<file path="config.mk">
export PLATFORM = sky130hd
export DESIGN_NAME = bc2_block_decoder
export DESIGN_NICKNAME = d
export VERILOG_FILES = /design/src/rtl/bc2_pkg.sv /design/src/rtl/bc2_front.sv /design/src/rtl/bc2_queue.sv /design/src/rtl/bc2_back.sv /design/src/rtl/bc2_block_decoder.sv
export SDC_FILE = /design/constraint.sdc
export NUM_CORES = 1
export LEC_CHECK = 0
export BUFFER_PORTS_ARGS = -buffer_cell sky130_fd_sc_hd__clkbuf_2
export CAP_MARGIN = 20
export CORE_MARGIN = 1.5
export CORE_UTILIZATION = 50
export DETAILED_ROUTE_END_ITERATION = 12
export HOLD_SLACK_MARGIN = 0.1
export PLACE_DENSITY = 0.76
export SKIP_CTS_REPAIR_TIMING = 1
export SKIP_LAST_GASP = 1
export SYNTH_ARGS = -nofsm -noshare
export SYNTH_HDL_FRONTEND = slang
export SYNTH_SLANG_ARGS = --single-unit
</file>
<file path="constraint.sdc">
create_clock -name clk -period 20.4 [get_ports clk]
set_input_delay 1.02 -clock clk [delete_from_list [all_inputs] [get_ports clk]]
set_output_delay 1.02 -clock clk [all_outputs]
set_load 0.02 [all_outputs]
</file>
<file path="src/rtl/bc2_pkg.sv">
// ----------------------------------------------------------------------------
// bc2_pkg
// Shared types, register indexes and palette helpers of the BC2 block decoder.
// ----------------------------------------------------------------------------
package bc2_pkg;

  localparam int unsigned QUEUE_DEPTH = 2;

  localparam logic REG_IMAGE_WIDTH  = 1'b0;
  localparam logic REG_IMAGE_HEIGHT = 1'b1;

  localparam logic [14:0] DIM_RESET = 15'd4;

  // reciprocal of 3 in 11 fractional bits, exact for sums up to 765
  localparam logic [9:0] RECIP3 = 10'd683;

  // one decoded block waiting for pixel output
  typedef struct packed {
    logic [3:0][23:0] palette;   // {red, green, blue} per palette code
    logic [63:0]      alpha;     // sixteen nibbles, pixel 0 lowest
    logic [31:0]      indices;   // sixteen 2-bit codes, pixel 0 lowest
    logic [11:0]      col;       // block column, low bits
    logic [11:0]      row;       // block row, low bits
    logic [15:0]      mask;      // pixels inside the image
  } entry_t;

  function automatic logic [23:0] expand565(input logic [15:0] c);
    logic [7:0] r;
    logic [7:0] g;
    logic [7:0] b;
    r = {c[15:11], c[15:13]};
    g = {c[10:5], c[10:9]};
    b = {c[4:0], c[4:2]};
    return {r, g, b};
  endfunction

  // floor((2a + b) / 3)
  function automatic logic [7:0] third_of(input logic [7:0] a, input logic [7:0] b);
    logic [9:0]  sum;
    logic [19:0] prod;
    sum  = {1'b0, a, 1'b0} + {2'b00, b};
    prod = sum * RECIP3;
    return prod[18:11];
  endfunction

endpackage

</file>
<file path="src/rtl/bc2_front.sv">
// ----------------------------------------------------------------------------
// bc2_front
// Size registers, block position and palette build; writes one queue entry
// per block that has pixels inside the image.
// ----------------------------------------------------------------------------
module bc2_front #(
  parameter int unsigned MAX_DIMENSION = 16384
) (
  input  logic            clk,
  input  logic            rst,
  input  logic            cfg_valid,
  output logic            cfg_ready,
  input  logic            cfg_index,
  input  logic [14:0]     cfg_data,
  input  logic            in_valid,
  output logic            in_ready,
  input  logic [31:0]     alpha_top_rows,
  input  logic [31:0]     alpha_bottom_rows,
  input  logic [15:0]     endpoint_zero,
  input  logic [15:0]     endpoint_one,
  input  logic [31:0]     colour_indices,
  input  logic            queue_ready,
  output logic            push,
  output bc2_pkg::entry_t entry
);
  import bc2_pkg::*;

  logic [14:0] image_width;
  logic [14:0] image_height;
  logic [13:0] block_column;
  logic [13:0] block_row;
  logic [13:0] block_column_next;
  logic [13:0] block_row_next;
  logic [14:0] w;
  logic [14:0] h;
  logic [3:0]  col_ok;
  logic [3:0]  row_ok;
  logic [13:0] col_inc;
  logic [13:0] row_adv;
  logic [23:0] c0;
  logic [23:0] c1;
  logic        in_fire;
  logic        cfg_fire;

  assign cfg_ready = 1'b1;
  assign in_ready  = queue_ready;
  assign in_fire   = in_valid && in_ready;
  assign cfg_fire  = cfg_valid && cfg_ready;

  always_comb begin
    if (image_width == 15'd0) begin
      w = 15'd1;
    end else if ({17'd0, image_width} > 32'(MAX_DIMENSION)) begin
      w = 15'(MAX_DIMENSION);
    end else begin
      w = image_width;
    end
    if (image_height == 15'd0) begin
      h = 15'd1;
    end else if ({17'd0, image_height} > 32'(MAX_DIMENSION)) begin
      h = 15'(MAX_DIMENSION);
    end else begin
      h = image_height;
    end
  end

  always_comb begin
    for (int i = 0; i < 4; i++) begin
      col_ok[i] = ({1'b0, block_column, 2'b00} + 17'(i)) < {2'b00, w};
      row_ok[i] = ({1'b0, block_row, 2'b00} + 17'(i)) < {2'b00, h};
    end
  end

  // raster advance
  always_comb begin
    col_inc = block_column + 14'd1;
    if ({col_inc, 2'b00} >= {1'b0, w}) begin
      block_column_next = '0;
      row_adv           = block_row + 14'd1;
    end else begin
      block_column_next = col_inc;
      row_adv           = block_row;
    end
    if ({row_adv, 2'b00} >= {1'b0, h}) begin
      block_row_next = '0;
    end else begin
      block_row_next = row_adv;
    end
  end

  always_comb begin
    c0 = expand565(endpoint_zero);
    c1 = expand565(endpoint_one);
    entry.palette[0] = c0;
    entry.palette[1] = c1;
    entry.palette[2] = {third_of(c0[23:16], c1[23:16]),
                        third_of(c0[15:8], c1[15:8]),
                        third_of(c0[7:0], c1[7:0])};
    entry.palette[3] = {third_of(c1[23:16], c0[23:16]),
                        third_of(c1[15:8], c0[15:8]),
                        third_of(c1[7:0], c0[7:0])};
    entry.alpha   = {alpha_bottom_rows, alpha_top_rows};
    entry.indices = colour_indices;
    entry.col     = block_column[11:0];
    entry.row     = block_row[11:0];
    for (int j = 0; j < 4; j++) begin
      for (int i = 0; i < 4; i++) begin
        entry.mask[4*j+i] = col_ok[i] && row_ok[j];
      end
    end
  end

  assign push = in_fire && (entry.mask != 16'd0);

  always_ff @(posedge clk) begin
    if (rst) begin
      image_width  <= DIM_RESET;
      image_height <= DIM_RESET;
      block_column <= '0;
      block_row    <= '0;
    end else begin
      if (cfg_fire) begin
        unique case (cfg_index)
          REG_IMAGE_WIDTH:  image_width  <= cfg_data;
          REG_IMAGE_HEIGHT: image_height <= cfg_data;
          default: ;
        endcase
      end
      if (in_fire) begin
        block_column <= block_column_next;
        block_row    <= block_row_next;
      end
    end
  end

  a_pos_inside: assert property (@(posedge clk) disable iff (rst)
    in_fire && !cfg_fire |=> ({block_column, 2'b00} < {1'b0, w}) &&
                             ({block_row, 2'b00} < {1'b0, h}))
    else $error("block position outside image after advance");

endmodule

</file>
<file path="src/rtl/bc2_queue.sv">
// ----------------------------------------------------------------------------
// bc2_queue
// Short register queue of decoded blocks between front and back.
// ----------------------------------------------------------------------------
module bc2_queue (
  input  logic            clk,
  input  logic            rst,
  input  logic            push,
  input  bc2_pkg::entry_t push_entry,
  output logic            ready,
  output logic            head_valid,
  output bc2_pkg::entry_t head,
  input  logic            pop
);
  import bc2_pkg::*;

  localparam int unsigned PTR_W = (QUEUE_DEPTH > 1) ? $clog2(QUEUE_DEPTH) : 1;
  localparam int unsigned CNT_W = $clog2(QUEUE_DEPTH + 1);

  entry_t           slots [QUEUE_DEPTH];
  logic [PTR_W-1:0] wr_ptr;
  logic [PTR_W-1:0] rd_ptr;
  logic [CNT_W-1:0] count;

  assign ready      = count != CNT_W'(QUEUE_DEPTH);
  assign head_valid = count != '0;
  assign head       = slots[rd_ptr];

  always_ff @(posedge clk) begin
    if (push) begin
      slots[wr_ptr] <= push_entry;
    end
  end

  always_ff @(posedge clk) begin
    if (rst) begin
      wr_ptr <= '0;
      rd_ptr <= '0;
      count  <= '0;
    end else begin
      if (push) begin
        wr_ptr <= (wr_ptr == PTR_W'(QUEUE_DEPTH - 1)) ? '0 : wr_ptr + PTR_W'(1);
      end
      if (pop) begin
        rd_ptr <= (rd_ptr == PTR_W'(QUEUE_DEPTH - 1)) ? '0 : rd_ptr + PTR_W'(1);
      end
      if (push && !pop) begin
        count <= count + CNT_W'(1);
      end else if (pop && !push) begin
        count <= count - CNT_W'(1);
      end
    end
  end

  a_no_overflow: assert property (@(posedge clk) disable iff (rst)
    push |-> count != CNT_W'(QUEUE_DEPTH))
    else $error("queue written while full");

  a_no_underflow: assert property (@(posedge clk) disable iff (rst)
    pop |-> count != '0)
    else $error("queue read while empty");

endmodule

</file>
<file path="src/rtl/bc2_back.sv">
// ----------------------------------------------------------------------------
// bc2_back
// Walks the inside pixels of the head block, one per cycle while the output is not
// stalled, into the output register.
// ----------------------------------------------------------------------------
module bc2_back (
  input  logic            clk,
  input  logic            rst,
  input  logic            head_valid,
  input  bc2_pkg::entry_t head,
  output logic            pop,
  output logic            out_valid,
  input  logic            out_ready,
  output logic [7:0]      red,
  output logic [7:0]      green,
  output logic [7:0]      blue,
  output logic [7:0]      alpha_out,
  output logic [13:0]     pixel_x,
  output logic [13:0]     pixel_y,
  output logic            last_of_block
);
  import bc2_pkg::*;

  logic        started;
  logic [15:0] rem;
  logic [15:0] rem_eff;
  logic [15:0] rem_after;
  logic [3:0]  p;
  logic [1:0]  code;
  logic [23:0] colour;
  logic [3:0]  nib;
  logic        load;
  logic        last;

  assign load = head_valid && (!out_valid || out_ready);

  always_comb begin
    rem_eff = started ? rem : head.mask;
    p = '0;
    for (int k = 15; k >= 0; k--) begin
      if (rem_eff[k]) begin
        p = 4'(k);
      end
    end
    rem_after = rem_eff & (rem_eff - 16'd1);
    last      = rem_after == 16'd0;
    code      = head.indices[2*p +: 2];
    colour    = head.palette[code];
    nib       = head.alpha[4*p +: 4];
  end

  assign pop = load && last;

  always_ff @(posedge clk) begin
    if (rst) begin
      started   <= 1'b0;
      out_valid <= 1'b0;
    end else begin
      if (load) begin
        out_valid <= 1'b1;
        started   <= !last;
      end else if (out_ready) begin
        out_valid <= 1'b0;
      end
    end
  end

  always_ff @(posedge clk) begin
    if (load) begin
      rem           <= rem_after;
      red           <= colour[23:16];
      green         <= colour[15:8];
      blue          <= colour[7:0];
      alpha_out     <= {nib, nib};
      pixel_x       <= {head.col, p[1:0]};
      pixel_y       <= {head.row, p[3:2]};
      last_of_block <= last;
    end
  end

  a_rem_live: assert property (@(posedge clk) disable iff (rst)
    head_valid && started |-> rem != 16'd0)
    else $error("block in progress with no pixel left");

  a_head_nonempty: assert property (@(posedge clk) disable iff (rst)
    head_valid && !started |-> head.mask != 16'd0)
    else $error("empty block reached the back");

endmodule

</file>
<file path="src/rtl/bc2_block_decoder.sv">
// ----------------------------------------------------------------------------
// bc2_block_decoder
// BC2 (DXT3) texture block decoder with raster position tracking.
// ----------------------------------------------------------------------------
// usage
//   cfg channel (cfg_valid/cfg_ready, cfg_index, cfg_data) writes image_width
//   (index 0) and image_height (index 1); cfg_ready is always high.
//   in channel takes one compressed block per word; out channel gives one
//   RGBA8 pixel per word with its image coordinates, last_of_block on the
//   final pixel of each block. blocks fully outside the image give no pixels.
// path
//   a block is written into a queue slot; its first pixel is then loaded
//   from the queue head into the output register.
// throughput
//   one pixel per cycle while out_ready is high; a block gives as many pixel
//   words as it has pixels inside the image, 16 for an interior block, all through the single pixel output.
//   a two-block queue lets the front take new blocks while the back drains.
// reset
//   clears position to the origin, sizes to 4x4 and empties the queue.
// stall
//   when out_ready is low the output word holds; the queue then fills and
//   in_ready drops.
// ----------------------------------------------------------------------------
module bc2_block_decoder #(
  parameter int unsigned MAX_DIMENSION = 16384
) (
  input  logic        clk,
  input  logic        rst,
  input  logic        cfg_valid,
  output logic        cfg_ready,
  input  logic        cfg_index,
  input  logic [14:0] cfg_data,
  input  logic        in_valid,
  output logic        in_ready,
  input  logic [31:0] alpha_top_rows,
  input  logic [31:0] alpha_bottom_rows,
  input  logic [15:0] endpoint_zero,
  input  logic [15:0] endpoint_one,
  input  logic [31:0] colour_indices,
  output logic        out_valid,
  input  logic        out_ready,
  output logic [7:0]  red,
  output logic [7:0]  green,
  output logic [7:0]  blue,
  output logic [7:0]  alpha_out,
  output logic [13:0] pixel_x,
  output logic [13:0] pixel_y,
  output logic        last_of_block
);
  import bc2_pkg::*;

  entry_t push_entry;
  entry_t head;
  logic   push;
  logic   queue_ready;
  logic   head_valid;
  logic   pop;

  bc2_front #(
    .MAX_DIMENSION(MAX_DIMENSION)
  ) u_front (
    .clk              (clk),
    .rst              (rst),
    .cfg_valid        (cfg_valid),
    .cfg_ready        (cfg_ready),
    .cfg_index        (cfg_index),
    .cfg_data         (cfg_data),
    .in_valid         (in_valid),
    .in_ready         (in_ready),
    .alpha_top_rows   (alpha_top_rows),
    .alpha_bottom_rows(alpha_bottom_rows),
    .endpoint_zero    (endpoint_zero),
    .endpoint_one     (endpoint_one),
    .colour_indices   (colour_indices),
    .queue_ready      (queue_ready),
    .push             (push),
    .entry            (push_entry)
  );

  bc2_queue u_queue (
    .clk       (clk),
    .rst       (rst),
    .push      (push),
    .push_entry(push_entry),
    .ready     (queue_ready),
    .head_valid(head_valid),
    .head      (head),
    .pop       (pop)
  );

  bc2_back u_back (
    .clk          (clk),
    .rst          (rst),
    .head_valid   (head_valid),
    .head         (head),
    .pop          (pop),
    .out_valid    (out_valid),
    .out_ready    (out_ready),
    .red          (red),
    .green        (green),
    .blue         (blue),
    .alpha_out    (alpha_out),
    .pixel_x      (pixel_x),
    .pixel_y      (pixel_y),
    .last_of_block(last_of_block)
  );

endmodule

</file>
==> results of run 1 <==
-- flip-flops by register name (all words and copies together), names as in the netlist, named ones only --
register and flops:
u_back.alpha_out 4, u_back.blue 8, u_back.green 8, u_back.last_of_block 1
u_back.out_valid 1, u_back.pixel_x 14, u_back.pixel_y 14, u_back.red 8
u_back.rem 15, u_back.started 1, u_front.block_column 14, u_front.block_row 14
u_front.image_height 15, u_front.image_width 15, u_queue.count 2, u_queue.rd_ptr 1
u_queue.slots 432, u_queue.wr_ptr 1
-- cell families after synthesis --
group	after synthesis	synth area share, %
adder cells (fa/ha/maj)	572	23.32
flip-flops	569	47.08
AND/OR/NAND/NOR	460	6.193
buffers and inverters	377	4.415
AO/OA/AOI/OAI	361	6.673
multiplexers	202	9.282
XOR/XNOR	121	3.035
other	1	0.01074
-- critical path: stages --
cell and delay (ns):
clkbuf_2 0.16, ha_1 0.22, inv_1 0.09, fa_1 0.45, inv_1 0.09, a21oi_1 0.08, o21bai_1 0.24, a21oi_1 0.13
o21ai_0 0.27, xor2_1 0.31, ha_1 0.30, ha_1 0.28, inv_1 0.05, fa_1 0.53, inv_1 0.06, fa_1 0.49
inv_1 0.05, fa_1 0.50, inv_1 0.04, ha_1 0.27, a21oi_1 0.05, o21ai_0 0.43, a41oi_1 0.23, a2111oi_0 0.55
o21ai_0 0.20, a21oi_1 0.20, a31oi_1 0.08
-- cell usage in the layout, fill, tap and decap left out, types with 88 or more instances in the layout --
| master | netlist | final |
|---|---|---|
| a21oi_1 | 128 | 128 |
| ha_1 | 437 | 437 |
| xnor2_1 | 88 | 88 |
| edfxtp_1 | 504 | 504 |
| inv_1 | 313 | 313 |
| clkbuf_2 | 0 | 211 |
| nor2_1 | 107 | 107 |
| nand2_1 | 176 | 176 |
| fa_1 | 132 | 132 |
-- final timing paths --
| kind | startpoint | endpoint | slack, ns | cells past startpoint |
|---|---|---|---|---|
| worst max-delay path | endpoint_one[13] | u_queue.slots[1][231] | 13.37 | 27 |
| worst min-delay path | u_front.image_height[0] | u_front.image_height[0] | 0.47 | 2 |
| worst max register to register | register | u_back.blue[5] | 13.86 | 15 |
| worst min register to register | u_front.image_height[0] | u_front.image_height[0] | 0.47 | 2 |
-- where the power goes --
part / leakage, nW / switching [W] / internal (W)
clock: 0.952 / 0.000455 / 0.000630
sequential: 5.26 / 0.0000812 / 0.00187
combinational: 10.4 / 0.00212 / 0.00151
total: 16.6 / 0.00266 / 0.00401
-- final cells by class --
class / instances / area (µm²)
Inverter: 316 / 1192
Tap cell: 931 / 1165
Clock buffer: 74 / 1553
Fill cell: 5522 / 29930
Sequential cell: 569 / 16440
Clock inverter: 34 / 411.6
Antenna cell: 1 / 2.502
Multi-Input combinational cell: 1717 / 16960
Timing Repair Buffer: 227 / 1176
-- metal layers --
layer,up-vias,routed length (µm),GRT usage [%]
li1,10100,-,-
met1,10430,32140,27.44
met2,525,36430,36.43
met3,112,4230,3.908
met4,6,1864,6.143
met5,-,40,0
-- metrics by stage --
stage	worst slack, ns	power (W)	hold slack (ns)	instances	util, %
floorplan	8.034	0.004660	0.4453	2663	-
global placement	13.04	0.005442	0.4628	3760	53.66
detailed placement	12.83	0.005613	0.4645	3760	53.66
CTS	13.49	0.006740	0.4735	3868	56.52
global route	12.98	0.007268	0.5000	3868	56.52
finish	13.37	0.006666	0.4747	3869	56.52
==> metrics.yaml, run 1 <==
status:
  status: "finished, final reports clean"
route:
  totalWireLength_um: 74710
  vias: 21170
  drt_iter0_markers: 1139
  wl_per_cell_um: 19.31
  viasPerCell: 5.471
  ant_nets: 0
  dr.pass1.iters: 7
  route.detailed.drc: 0
global_routing:
  grt_usage_pct: 21.24
  grt_max_degree: 74
  first_global_vias: 22650
  gr-total-overflow: 0
  grt_pass1_wl_um: 119200
  antenna_found_initial: 5
cells_and_area:
  final_cell_area_mm2: 0.03890
  area_growth_pct: 11.42
  layout-drive-gt1-share_pct: 16.07
  nNetsFinal: 3608
clock_network:
  clk_pin_slew_ns: 0.06
  clock_latency_ns: 0.63
  cts_tree: "yes"
  htreeDepth: 2
  clockBufferDepth: 3
  numCtsBuffers: 59
  clockRootBuffer: "clkbuf_16"
  cts_sinks: 569
synth:
  syn_nets: 3381
  yosys_warnings: 0
  syn_area_mm2: 0.03491
  ys_types: 83
  yosys_register_bits: 569
  synthFlopType: "edfxtp_1"
  yosysTopAreaCellShare_pct: 43.35
  syn_avg_cell_area_um2: 13.11
  synth_most_common_cell: "edfxtp_1"
  ys_top_cells_by_count: "edfxtp_1 (504), ha_1 (437), inv_1 (313), nand2_1 (176), fa_1 (132)"
  synth_edf_count: 504
  synthArstFlopShare_pct: 0
  synth_top_area_cell: "edfxtp_1"
  seq_area_frac_synth_pct: 47.08
  syn_inst: 2663
  ys_top_cells_by_area: "edfxtp_1 (43%), ha_1 (16%), fa_1 (7.6%)"
sta:
  finalSetupViolCount: 0
  slew_headroom_pct: 28.06
  rsz0062_at_grt: "false"
  hold_viol: 0
  fin_tns_setup_ns: 0
  period_share_pct: 34.46
  drv_slew: 0
  fmax_ghz: 0.1422
  tightest_slew_ns: 1.079
  finalClockSkew_ns: 0.02768
  min_period_ns: 7.030
floorplan:
  die_h_um: 267.2
  chipWidth_um: 267.2
  core_mm2: 0.06883
  dieArea_mm2: 0.07142
  rows: 96
  start_util_pct: 50.73
  ioPinCount: 213
placed_design:
  dp_hpwl_um: 56240
  io_buffer_count: 211
  dpl_cell_area_mm2: 0.03693
  gp_congestion: 0.8855
pwr:
  leakagePower_nw: 16.60
  peakVddDrop_mv: 0.1040
  powerDensity_mw_per_mm2: 171.4
critical_path:
  worstPathArrival_ns: 7.38
  cp.required_ns: 20.75
  criticalPathCategory: "in2reg"
  worstSetupStartpointType: "input port"
  cp_max_fo: 7
  cp-end-kind: "register"
worst_hold_path:
  hold_class: "reg2reg"
run:
  cap_violations: 0
No activity file was read; power rests on OpenSTA's default activity.
==> inputs of run 2 (changes only) <==
PLACE_DENSITY = 0.78   (was 0.76)
clock period = 6.21 ns   (was 20.4 ns; I/O delays follow)
==> run 2 against run 1 <==
Net effect: die area did not move; combinational power grew to 3.4 times the previous value; sequential power grew to 3.3 times the previous value; count of clock-buffer cells in the layout fell by 6; core utilization is 2.6 points higher; critical endpoint is now u_queue.slots[0][231]; worst setup slack lost 13 ns.
==> metrics.yaml, run 2 (synthesis gave the netlist of run 1 again) <==
clock_network:
  cts_sinks: 569
  htreeDepth: 2
  clk_pin_slew_ns: 0.06
  clock_latency_ns: 0.63
  clockRootBuffer: "clkbuf_16"
  cts_tree: "yes"
  clockBufferDepth: 3
  numCtsBuffers: 60
floorplan:
  core_mm2: 0.06883
  start_util_pct: 50.73
  ioPinCount: 213
  die_h_um: 267.2
  dieArea_mm2: 0.07142
  rows: 96
  chipWidth_um: 267.2
route:
  totalWireLength_um: 78310
  vias: 22260
  drt_iter0_markers: 1616
  ant_nets: 0
  wl_per_cell_um: 19.28
  dr.pass1.iters: 5
  route.detailed.drc: 0
  viasPerCell: 5.481
sta:
  fmax_ghz: 0.1658
  period_share_pct: 97.12
  hold_viol: 0
  tightest_slew_ns: 0.9592
  fin_tns_setup_ns: 0
  drv_slew: 0
  min_period_ns: 6.031
  slew_headroom_pct: 36.05
  finalSetupViolCount: 0
  finalClockSkew_ns: 0.02575
cells_and_area:
  layout-drive-gt1-share_pct: 16.94
  final_common_cell: "edfxtp_1"
  nNetsFinal: 3799
  layout_common_cells: "edfxtp_1 (504), ha_1 (437), inv_1 (313)"
  top_register: "u_queue.slots"
  area_growth_pct: 16.59
  largest_register_ffs: 432
  final_cell_area_mm2: 0.04071
critical_path:
  cp.required_ns: 6.55
  cp_num_buf_inv: 7
  crit_slowest_cell: "dlygate4sd3_1"
  criticalPathCategory: "in2reg"
  worstPathArrival_ns: 6.37
  cp-end-kind: "register"
  cp_max_fo: 4
  cpPeakStageDelay_ns: 0.57
  cp_top_family: "adder cells"
  worstSetupStartpointType: "input port"
global_routing:
  grt_usage_pct: 21.32
  first_global_vias: 22510
  grt_max_degree: 98
  antenna_found_initial: 5
  gr-total-overflow: 0
  grt_pass1_wl_um: 119200
pwr:
  leakagePower_nw: 17.44
  p_switching_w: 0.008919
  pwr-share-clk_pct: 15.6
  power.total_w: 0.02216
  peakVddDrop_mv: 0.3946
  powerDensity_mw_per_mm2: 544.5
  pwr-share-comb_pct: 55.5
  p_sw_share_pct: 40.24
  internal_power_w: 0.01325
  pwr-share-seq_pct: 28.9
placed_design:
  dp_hpwl_um: 57410
  io_buffer_count: 211
  gp_congestion: 0.8974
  dpl_cell_area_mm2: 0.03734
worst_hold_path:
  hold_class: "in2reg"
run:
  cap_violations: 0
status:
  status: "finished, final reports clean"
## run 2: cell types whose count changed in the layout (fill, tap and decap cells not counted), moves of 2 or more
cell           change
dlygate4sd3_1    +143
buf_4             +41
clkbuf_1           -8
clkinv_2           +7
buf_12             +5
bufinv_16          -5
clkbuf_16          +4
clkinvlp_4         +3
clkbuf_8           -2
## run 2: path summary, 6_finish.rpt
kind	slack, ns	depth (start not counted)	startpoint	to
setup reg to reg	0.45	26	u_front.block_column[1]	u_front.block_row[10]
hold / removal	0.11	2	endpoint_zero[9]	u_queue.slots[1][150]
hold reg to reg	0.48	2	u_front.image_width[11]	u_front.image_width[11]
setup / recovery	0.18	26	endpoint_zero[11]	u_queue.slots[0][231]
## run 2: final cells by class
class / instances / area (µm²)
fillers: 5226 / 28120
multi-input cells: 1717 / 16960
flip-flops and latches: 569 / 16440
repair buffers: 417 / 3027
clock buffers: 68 / 1595
inverters: 316 / 1192
well taps: 931 / 1165
clock inverters: 42 / 321.6
diodes: 1 / 2.502
## run 2: metal layers
metal	part of all wire (%)	track usage (%)	up-vias	routed length, µm
met4	2.6	5.774	8	2013
met3	5.0	3.476	135	3951
met5	0.060	0	-	47
met1	43	27.68	11030	33300
met2	50	36.94	618	38990
li1	-	-	10470	-
## run 2: stage by stage
| stage | hold WS, ns | setup WS (ns) | utilization (%) | instances |
|---|---|---|---|---|
| 2_1_floorplan | 0.4094 | 0.2324 | - | 2663 |
| 3_3_place_gp | 0.4586 | 0.03635 | 54.25 | 3806 |
| 3_5_place_dp | 0.4705 | -0.04211 | 54.25 | 3806 |
| 4_1_cts | -0.1649 | 0.4244 | 57.04 | 3916 |
| 5_1_grt | 0.1133 | -0.03008 | 59.14 | 4061 |
| 6_report | 0.1149 | 0.1790 | 59.14 | 4061 |
## run 2: power groups by stage
stage / Clock (W) / Sequential [W] / Combinational [W]
after floorplan: 0 / 0.00659 / 0.00863
after global placement: 0 / 0.00641 / 0.0117
after detailed placement: 0 / 0.00647 / 0.0122
after CTS: 0.00352 / 0.00640 / 0.0123
after global routing: 0.00368 / 0.00647 / 0.0140
final: 0.00346 / 0.00640 / 0.0123
